File: config.mk
export PLATFORM = sky130hd
export DESIGN_NAME = mnk_cell
export DESIGN_NICKNAME = d
export VERILOG_FILES = /design/src/design/mnk_pkg.sv /design/src/design/mnk_cell.sv
export SDC_FILE = /design/constraint.sdc
export NUM_CORES = 1
export LEC_CHECK = 0
export BUFFER_PORTS_ARGS = -buffer_cell sky130_fd_sc_hd__clkbuf_2
export CORE_MARGIN = 8
export CORE_UTILIZATION = 46
export CTS_CLUSTER_SIZE = 30
export DETAILED_ROUTE_END_ITERATION = 16
export PLACE_DENSITY = 0.86
export SLEW_MARGIN = 25
export SYNTH_ARGS = -nofsm -noshare
export SYNTH_HDL_FRONTEND = slang
export SYNTH_SLANG_ARGS = --single-unit
export TNS_END_PERCENT = 50
File: constraint.sdc
create_clock -name clock -period 10.5 [get_ports clock]
set_clock_uncertainty 0.1 [all_clocks]
set_input_delay 0.525 -clock clock [delete_from_list [all_inputs] [get_ports clock]]
set_output_delay 0.525 -clock clock [all_outputs]
set_load 0.01 [all_outputs]
File: src/design/mnk_pkg.sv
// Shared types and register indexes for the masked nearest-K pixel select block.
// Used by mnk_dist, mnk_cell and masked_nearest_k_pixel_select_top.
package mnk_pkg;

   localparam int unsigned KEY_W   = 32;
   localparam int unsigned INDEX_W = 24;
   localparam int unsigned FILL_W  = 7;

   // Register indexes of the csr channel
   typedef enum logic [3:0] {
      REG_DEPTH_MODE  = 4'd0,
      REG_USE_REGION  = 4'd1,
      REG_KEEP_COUNT  = 4'd2,
      REG_IMAGE_WIDTH = 4'd3,
      REG_REGION_X0   = 4'd4,
      REG_REGION_Y0   = 4'd5,
      REG_REGION_W    = 4'd6,
      REG_REGION_H    = 4'd7
   } csr_index_type;

   // One kept pixel held by a cell
   typedef struct packed {
      logic [KEY_W-1:0]   key;
      logic [INDEX_W-1:0] index;
   } entry_type;

   // Pixel sideband that travels with the distance pipeline
   typedef struct packed {
      logic               active;
      logic               order;
      logic               last;
      logic [FILL_W-1:0]  lim;
      logic [INDEX_W-1:0] index;
   } item_type;

   // Broadcast control from the top level to every cell
   typedef struct packed {
      logic               insert;
      logic               order;
      logic               shift_out;
      logic [FILL_W-1:0]  fill;
      logic [FILL_W-1:0]  lim;
      logic [KEY_W-1:0]   key;
      logic [INDEX_W-1:0] index;
   } cell_ctrl_type;

endpackage

File: src/design/mnk_cell.sv
// One slot of the kept list: compares, inserts, shifts right on insert, left on readout.
// Depends on mnk_pkg.
module mnk_cell #(
   parameter int unsigned POS = 0
) (
   input  logic                  clock,
   input  mnk_pkg::cell_ctrl_type ctrl,
   input  logic                  found_in,
   input  mnk_pkg::entry_type    left,
   input  mnk_pkg::entry_type    right,
   output logic                  found_out,
   output mnk_pkg::entry_type    entry
);

   mnk_pkg::entry_type entry_ff, entry_in;
   logic               occupied, at_end, in_lim, hit;

   assign occupied  = mnk_pkg::FILL_W'(POS) < ctrl.fill;
   assign at_end    = mnk_pkg::FILL_W'(POS) == ctrl.fill;
   assign in_lim    = mnk_pkg::FILL_W'(POS) < ctrl.lim;
   assign hit       = occupied && !ctrl.order && (entry_ff.key > ctrl.key);
   assign found_out = found_in || hit || at_end;

   always_comb begin
      entry_in = entry_ff;
      priority if (ctrl.insert && in_lim && found_in) begin
         entry_in = left;
      end else if (ctrl.insert && in_lim && (hit || at_end)) begin
         entry_in.key   = ctrl.key;
         entry_in.index = ctrl.index;
      end else if (ctrl.shift_out) begin
         entry_in = right;
      end
   end

   always_ff @(posedge clock) begin
      entry_ff <= entry_in;
   end

   assign entry = entry_ff;

endmodule

==> run_results.csv <==
group,metric,value,unit
cells_and_area,utilization,63.8,%
routing,routedWlPerCell,19.1,um
sta,worstMarginPinSlew,685,ps
critical_path,r2r_slack,7070,ps
synthesis,yosys_register_bits,56,
critical_path,worst-setup-path-type,"flip-flop to flip-flop",
routing,drtIter0Drc,146,
grt,grt_pass1_wl,19200,um
cts,clk_pin_slew_worst_paths,110,ps
floorplanning,die_h,106,um
min_path,worst_hold_path_type,"input pin to flip-flop",
sta,fin_hold_ws,404,ps
critical_path,critPathArrivalTime,3380,ps
critical_path,path_max_fanout,31,
critical_path,worst_setup_path_start_kind,"flip-flop",
routing,antenna_left,0,
sta,fin_tns_setup,0,ps
synthesis,synth_edf_count,56,
routing,drtPass1Iterations,4,
cts,insertion_delay,310,ps
synthesis,synth.distinct_cells,39,
sta,relSlewSlack,54.2,%
synthesis,avgSynthCellArea,11.7,sq um
sta,fin_crit,3430,ps
floorplanning,rows,33,
placed_design,place.gp.congestion,0.787,
placed_design,portBuffers,243,
power_and_ir_drop,finalPower,620,uW
power_and_ir_drop,ir_worst_vdd,0.0594,mV
cts,postCtsHoldBufs,0,
synthesis,synthArstFlopShare,0,%
sta,grt_setup_unrepaired,"no",
floorplanning,coreArea,0.00805,sq mm
critical_path,critPathMaxStageDelay,630,ps
cts,cts_num_sinks,56,
synthesis,ys.flop_type,"edfxtp_1",
floorplanning,start_util,46.6,%
grt,grt_max_degree,57,
critical_path,critPathBufInv,1,
cts,post_cts_resized,0,
power_and_ir_drop,clkPwrFrac,23.3,%
floorplanning,pin_count,244,
min_path,hold_depth,3,
power_and_ir_drop,intPower,441,uW
grt,grt_pass1_vias,3875,
cells_and_area,antenna_cells,0,
critical_path,r2r_end,"entry[54]",
cts,cts.htree.levels,2,
cts,cts_tree,"built",
cells_and_area,largest_reg_flops,56,
power_and_ir_drop,power_frac_seq,47.2,%
flow_run,cap_violations,0,
sta,slew_violations,0,
power_and_ir_drop,power.switching,180,uW
min_path,min-delay-start,"left[54]",
synthesis,netlist_area,0.00375,sq mm
power_and_ir_drop,combPwrFrac,29.5,%
sta,report.final.setup_viol,0,
cts,root_buffer,"clkbuf_8",
power_and_ir_drop,pwr_density_cell,121,mW/mm^2
cts,post-cts-setup-buffers,0,
critical_path,cp-end-kind,"flip-flop",
min_path,hold_path_end,"entry[54]",
power_and_ir_drop,netSwitchingFraction,28.9,%
routing,vias_per_cell,5.40,
routing,vias,3574,
sta,hold_viol,0,
sta,max_freq,0.292,GHz
synthesis,syn_inst,320,
grt,grt_overflow,0,
cts,numCtsBuffers,5,
synthesis,synth_fp_nets,539,
routing,drc,0,
placed_design,hpwl,10600,um
cells_and_area,fin_nets,775,
power_and_ir_drop,p_leak,2.45,nW
sta,timing.final.crit_share,32.6,%
cts,clockBufferDepth,2,
critical_path,rr_startpoint,"entry[51]",
floorplanning,die_area,0.0113,sq mm
critical_path,ff2ff_path_depth,8,
floorplanning,die_w,106,um
critical_path,critPathTopFamily,"compound AO/OA/AOI/OAI gates",
critical_path,cp_slowest_cell,"a211oi_4",
cells_and_area,drive_gt1_share,49.7,%
synthesis,ys_warn_count,0,
outcome,status,"finished, final reports clean",
critical_path,crit_chain,"ha_1, nand4_1, nor4_4, a31oi_1, and2_1, a211oi_4, buf_4, o221ai_1",
critical_path,required,10450,ps
synthesis,ys_seq_area_share,44.8,%
grt,antenna_found_initial,1,
cells_and_area,fillCellCount,709,
grt,grt_usage,21.2,%
routing,drt-total-wl,12600,um
cells_and_area,syn_to_final_growth,36.9,%
==> Yosys cell counts, types with 2 or more instances <==
library cell	n	area, sq um
edfxtp_1	56	1680
nand4_1	7	43.8
inv_1	33	124
o21ai_0	3	15.0
o2bb2ai_1	2	17.5
nand2_1	9	33.8
buf_6	7	78.8
o21a_1	2	15.0
nor2b_1	2	12.5
nor2_1	6	22.5
a21oi_1	14	70.1
a211o_1	2	17.5
nand2b_1	55	344
o221a_2	16	180
nor3_1	2	10.0
ha_1	32	400
clkbuf_1	7	26.3
o31ai_1	2	15.0
buf_2	3	15.0
and2_1	3	18.8
o221a_1	39	439
==> cells in the final DEF (no fill, tap or decap), types with 5 or more instances in the layout <==
| cell type | count |
|---|---|
| a21oi_1 | 14 |
| clkbuf_2 | 243 |
| clkbuf_8 | 5 |
| edfxtp_1 | 56 |
| ha_1 | 32 |
| inv_1 | 33 |
| nand2_1 | 9 |
| nand2b_1 | 55 |
| nand4_1 | 7 |
| nor2_1 | 6 |
| o221a_1 | 39 |
| o221a_2 | 16 |
==> per-layer routing <==
| layer | GRT usage, % | wire, um | vias up |
|---|---|---|---|
| met5 | 0 | 16 | - |
| met4 | 4.82 | 241 | 2 |
| met3 | 9.44 | 1370 | 29 |
| met2 | 39.5 | 6660 | 184 |
| met1 | 21.0 | 4350 | 1646 |
| li1 | - | - | 1713 |
==> how the worst max path moves through the flow <==
stage / start / end / slack, ps / depth (start not counted)
floorplan: ctrl[39] / entry[0] / 6550 / 10
global placement: ctrl[51] / entry[54] / 6630 / 10
detailed placement: ctrl[38] / entry[30] / 6820 / 10
CTS: entry[39] / entry[30] / 7040 / 8
global route: entry[39] / entry[11] / 6800 / 8
finish: entry[51] / entry[54] / 7070 / 8
==> logic make-up after synthesis <==
group	after synthesis	share of synthesized area, %
AOI/OAI and AO/OA	89	22.8
adders and majority gates	32	10.7
DFF	56	44.8
buffers and inverters	51	6.71
and+or+nand+nor	92	15.0
==> per-stage QoR <==
step                std cells  instance area [sq um]  setup slack (ps)
floorplan                 320                   3750              6550
global placement          653                   5010              6630
detailed placement        654                   5020              6820
CTS                       662                   5130              7040
global route              662                   5130              6800
finish                    662                   5130              7070
==> power groups by stage <==
stage / Combinational, mW / Clock (mW) / Sequential, mW
global route: 0.201 / 0.154 / 0.296
finish: 0.183 / 0.144 / 0.293
floorplan: 0.0879 / 0 / 0.309
global placement: 0.178 / 0 / 0.297
CTS: 0.185 / 0.147 / 0.293
detailed placement: 0.184 / 0 / 0.298
==> area by class of cell <==
class | instances | area (sq um) | share of cell area, %
Timing Repair Buffer | 247 | 1250 | 24.3
Inverter | 33 | 124 | 2.41
Clock inverter | 3 | 42.5 | 0.829
Sequential cell | 56 | 1680 | 32.8
Clock buffer | 5 | 68.8 | 1.34
Multi-Input combinational cell | 213 | 1840 | 35.8
Tap cell | 105 | 131 | 2.56
==> tightest hold or removal path: stages <==
cell and delay, ps:
clkbuf_2 80, nand2_1 40, o221ai_1 60
(Power assumes the default switching activity.)
