### src/design/mnk_pkg.sv
// Shared types and register indexes for the masked nearest-K pixel select block.
// Used by mnk_dist, mnk_cell and masked_nearest_k_pixel_select_top.
package mnk_pkg;

   localparam int unsigned KEY_W   = 32;
   localparam int unsigned INDEX_W = 24;
   localparam int unsigned FILL_W  = 7;

   // Register indexes of the csr channel
   typedef enum logic [3:0] {
      REG_DEPTH_MODE  = 4'd0,
      REG_USE_REGION  = 4'd1,
      REG_KEEP_COUNT  = 4'd2,
      REG_IMAGE_WIDTH = 4'd3,
      REG_REGION_X0   = 4'd4,
      REG_REGION_Y0   = 4'd5,
      REG_REGION_W    = 4'd6,
      REG_REGION_H    = 4'd7
   } csr_index_type;

   // One kept pixel held by a cell
   typedef struct packed {
      logic [KEY_W-1:0]   key;
      logic [INDEX_W-1:0] index;
   } entry_type;

   // Pixel sideband that travels with the distance pipeline
   typedef struct packed {
      logic               active;
      logic               order;
      logic               last;
      logic [FILL_W-1:0]  lim;
      logic [INDEX_W-1:0] index;
   } item_type;

   // Broadcast control from the top level to every cell
   typedef struct packed {
      logic               insert;
      logic               order;
      logic               shift_out;
      logic [FILL_W-1:0]  fill;
      logic [FILL_W-1:0]  lim;
      logic [KEY_W-1:0]   key;
      logic [INDEX_W-1:0] index;
   } cell_ctrl_type;

endpackage

### src/design/mnk_dist.sv
// Three-stage squared-distance pipeline: magnitudes, squares, saturated sum.
// Carries the pixel sideband alongside; depends on mnk_pkg.
module mnk_dist #(
   parameter int unsigned COORD_BITS = 16
) (
   input  logic                         clock,
   input  logic                         reset,
   input  logic                         in_valid,
   input  mnk_pkg::item_type            in_item,
   input  logic signed [COORD_BITS-1:0] pos_x,
   input  logic signed [COORD_BITS-1:0] pos_y,
   input  logic signed [COORD_BITS-1:0] pos_z,
   output logic                         out_valid,
   output mnk_pkg::item_type            out_item,
   output logic [mnk_pkg::KEY_W-1:0]    out_key
);

   localparam int unsigned SQ_W  = 2 * COORD_BITS;
   localparam int unsigned SUM_W = SQ_W + 2;

   logic [2:0]                v_ff;
   mnk_pkg::item_type         item1_ff, item2_ff, item3_ff;
   logic [COORD_BITS-1:0]     mx_ff, my_ff, mz_ff;
   logic [COORD_BITS-1:0]     mx_in, my_in, mz_in;
   logic [SQ_W-1:0]           sx_ff, sy_ff, sz_ff;
   logic [SUM_W-1:0]          sum;
   logic [63:0]               sum_ext;
   logic [mnk_pkg::KEY_W-1:0] key_ff, key_in;

   assign mx_in = pos_x[COORD_BITS-1] ? $unsigned(-pos_x) : $unsigned(pos_x);
   assign my_in = pos_y[COORD_BITS-1] ? $unsigned(-pos_y) : $unsigned(pos_y);
   assign mz_in = pos_z[COORD_BITS-1] ? $unsigned(-pos_z) : $unsigned(pos_z);

   assign sum     = SUM_W'(sx_ff) + SUM_W'(sy_ff) + SUM_W'(sz_ff);
   assign sum_ext = 64'(sum);
   assign key_in  = (sum_ext > 64'hFFFF_FFFF) ? '1 : sum_ext[31:0];

   always_ff @(posedge clock) begin
      if (reset) begin
         v_ff <= '0;
      end else begin
         v_ff <= {v_ff[1:0], in_valid};
      end
   end

   always_ff @(posedge clock) begin
      item1_ff <= in_item;
      mx_ff    <= mx_in;
      my_ff    <= my_in;
      mz_ff    <= mz_in;
      item2_ff <= item1_ff;
      sx_ff    <= SQ_W'(mx_ff * mx_ff);
      sy_ff    <= SQ_W'(my_ff * my_ff);
      sz_ff    <= SQ_W'(mz_ff * mz_ff);
      item3_ff <= item2_ff;
      key_ff   <= key_in;
   end

   assign out_valid = v_ff[2];
   assign out_item  = item3_ff;
   assign out_key   = key_ff;

endmodule

### config.mk
export PLATFORM = sky130hd
export DESIGN_NAME = mnk_dist
export DESIGN_NICKNAME = d
export VERILOG_FILES = /design/src/design/mnk_pkg.sv /design/src/design/mnk_dist.sv
export SDC_FILE = /design/constraint.sdc
export NUM_CORES = 2
export LEC_CHECK = 0
export BUFFER_PORTS_ARGS = -buffer_cell sky130_fd_sc_hd__buf_2
export CAP_MARGIN = 30
export CORE_ASPECT_RATIO = 1.75
export CORE_UTILIZATION = 60
export CTS_CLUSTER_SIZE = 30
export DETAILED_ROUTE_END_ITERATION = 8
export PLACE_DENSITY = 0.82
export SYNTH_ARGS = -nofsm -noshare
export SYNTH_HDL_FRONTEND = slang
export SYNTH_SLANG_ARGS = --single-unit
### constraint.sdc
create_clock -name clock -period 15.45 [get_ports clock]
set_clock_uncertainty 0.15 [all_clocks]
set_input_delay 2.3175 -clock clock [delete_from_list [all_inputs] [get_ports clock]]
set_output_delay 2.3175 -clock clock [all_outputs]
set_load 0.02 [all_outputs]
==> run_results.csv <==
group,metric,value,unit
finish,share_of_cells_above_drive_strength_1,6.836,%
synth,synth_flop_cell,"sky130_fd_sc_hd__dfxtp_1",
clock_network,cts-hold-fix-buffers,0,
synth,synth_cell_types,60,
global_route,grt_most_used_layer,"met2",
global_route,grt_first_pass_wirelength,109.2,mm
timing,final_max_slew_viol_count,0,
synth,synth.area.top_cells,"sky130_fd_sc_hd__fa_1 34%, sky130_fd_sc_hd__dfxtp_1 18%, sky130_fd_sc_hd__ha_1 14%",
synth,portion_of_synthesized_cell_area_occupied_by_the_leading_cell_type,34.36,%
timing,fin_crit,7.372,ns
global_route,grt-ovfl-total,0,
synth,ys_async_sr_fraction,0,%
floorplan,floorplan_die_area,51240,µm²
global_route,grt_start_max_net_pins,33,
critical_path,setup.worst_path.class,"register to register",
synth,yosys.area.top_type,"sky130_fd_sc_hd__fa_1",
critical_path,crit-reg2reg-launch,"my_ff[3]",
synth,post-synth-top-count-cell,"sky130_fd_sc_hd__inv_1",
critical_path,worst_setup_path_startpoint,"my_ff[3]",
synth,synthesis.area_per_instance,9.503,µm²
timing,timing.final.setup_violations,0,
place,place_congestion,0.9347,
finish,n_antenna_cell,0,
clock_network,ctsResizeCount,0,
synth,synth_area,30180,µm²
place,port_buffers,151,
synth,synthesis.instances,3176,
detailed_routing,routed_wirelength,65.76,mm
global_route,grt_use_total,27.28,%
critical_path,worstPathArrival,7.70,ns
synth,synthTopCellsByCount,"778 x sky130_fd_sc_hd__inv_1, 518 x sky130_fd_sc_hd__fa_1, 333 x sky130_fd_sc_hd__ha_1, 306 x sky130_fd_sc_hd__nand2_1, 278 x sky130_fd_sc_hd__dfxtp_1",
synth,synth-seq-area-share,18.44,%
clock_network,clkLatencyLatePin,0.57,ns
clock_network,clock_path_buffers,3,
finish,layout.nets,4223,
timing,clock.fmax,135.6,MHz
clock_network,max_h_tree_level,1,
clock_network,cts_inserted_buffers,26,
critical_path,critical_path.slowest_cell,"sky130_fd_sc_hd__dfxtp_1",
min_path,worst_hold_path_type,"register to register",
floorplan,floorplan.initialDensity,60.86,%
detailed_routing,average_routed_wire_per_standard_cell,16.58,µm
synth,yosys_register_bits,278,
clock_network,clk_root_buffer_cell,"sky130_fd_sc_hd__clkbuf_16",
critical_path,crit_path_max_incr_delay,0.63,ns
critical_path,timing.critical_path.from_type,"register",
critical_path,cpMostUsedCell,"sky130_fd_sc_hd__fa_1",
floorplan,design.portCount,152,
finish,area_growth,7.296,%
timing,grt_setup_unrepaired,"false",
global_route,grtUsageMet1,26.72,%
run_status,result_of_the_run,"completed",
min_path,holdCritStartpoint,"item1_ff[19]",
detailed_routing,first_drt_pass_iteration_count,5,
floorplan,die-width,171.5,µm
floorplan,rows,108,
critical_path,path_max_fanout,13,
clock_network,clkSlewWorstSetupHoldPaths,0.07,ns
critical_path,cp_cell_sequence,"inv_1 -> nor2_1 -> ha_1 -> xor2_1 -> fa_1 -> inv_1 -> fa_1 -> fa_1 -> fa_1 -> inv_1 -> fa_1 -> inv_1 -> ha_1 -> and3_1 -> o21a_1 -> a2111oi_0 -> a31o_2 -> o2111ai_1 -> a31oi_1 -> nor2b_1 -> o21a_1 -> o41ai_1 -> xnor2_1",
synth,synth_enable_flop_cells,0,
synth,synth_warnings,0,
detailed_routing,drc,0,
timing,tns_setup,0,ns
finish,fillers,3859,
detailed_routing,dr.first_iter.drc_count,864,
place,hpwl,55.54,mm
clock_network,post-cts-setup-buffers,0,
clock_network,cts_tree,"done",
finish,post-route-util,65.30,%
floorplan,core_region_area,49590,µm²
global_route,grt.met2_usage,52.23,%
global_route,grtUsageMet3,2.966,%
finish,multi_input_area,21430,µm²
critical_path,cp.buffers_inverters,4,
global_route,first_global_vias,23530,
floorplan,die_height,298.7,µm
clock_network,cts_num_sinks,278,
timing,report.final.hold_viol_count,0,
finish,seqCellArea,5565,µm²
run,max_cap_viol_count,0,
critical_path,worst_setup_path_end_kind,"register",
timing,max-slew-margin-rel,28.03,%
detailed_routing,vias_per_cell,5.384,
timing,worst-slew-pin-transition,1.066,ns
timing,finalCritPeriodShare,47.71,%
detailed_routing,ant_nets,0,
critical_path,cp_data_required_time,15.78,ns
critical_path,critical-path-top-delay-family,"adder cells",
global_route,number_of_antenna_violations_at_the_first_check_in_global_routing,0,
detailed_routing,route.vias.total,21350,
## per-stage QoR
stage,area (µm²),worst slack (ns),hold slack (ns),std cells
finish,32380,8.078,0.1675,3966
global route,32380,7.808,0.1785,3966
CTS,32380,8.170,0.1751,3966
detailed placement,31500,8.205,0.1621,3919
global placement,31500,8.367,0.1598,3919
floorplan,30190,8.841,0.1596,3177
## registers in the layout (all words and copies together) (netlist names)
name      flops
mz_ff        16
out_item     34
mx_ff        16
item2_ff     34
sz_ff        31
sx_ff        31
out_key      32
item1_ff     34
sy_ff        31
my_ff        16
v_ff          3
## cell families (layout without fill, tap and decap cells)
family                     count (synthesis)  in the layout  synth area share, %
xor gates and xnor gates                 171            171                4.962
buffers and inverters                    847            976                10.55
and+or+nand+nor                          715            715                11.09
muxes                                      5              5               0.1865
other                                      2              3              0.02488
adders and majority gates                851            851                48.16
DFF                                      278            278                18.44
AOI/OAI and AO/OA                        307            307                6.583
## path summary, 6_finish.rpt
check | cells after the start | endpoint | slack [ns]
worst min register to register | 0 | item2_ff[19] | 0.17
worst max-delay path | 23 | sy_ff[30] | 8.08
worst max register to register | 23 | sy_ff[30] | 8.08
worst min-delay path | 0 | item2_ff[19] | 0.17
## area by class of cell
type	count	share of cell area, %
clock buffers	30	2.121
clock inverters	17	0.6027
inverters	778	9.018
multi-input cells	2052	66.19
flip-flops and latches	278	17.19
well taps	660	2.550
repair buffers	151	2.334
## layer usage
layer | vias up | wire [µm]
met4 | 0 | 4807
met2 | 654 | 36550
met3 | 272 | 2681
met1 | 10570 | 21730
li1 | 9856 | -
met5 | - | 0
## cells in the final DEF, fill, tap and decap left out, drive strengths merged, types with 16 or more instances in the layout
master    n
inv     784
fa      518
ha      333
nand2   306
dfxtp   278
buf     151
nor2    127
xnor2   121
and2    119
a21oi    92
o21ai    60
xor2     50
a21o     45
nand3    32
clkbuf   30
nor2b    25
nor3     24
nand2b   22
o21bai   17
or3      16
Power is not shown: default switching activity piles up to over one toggle a cycle in this logic, so the estimate is an artifact.
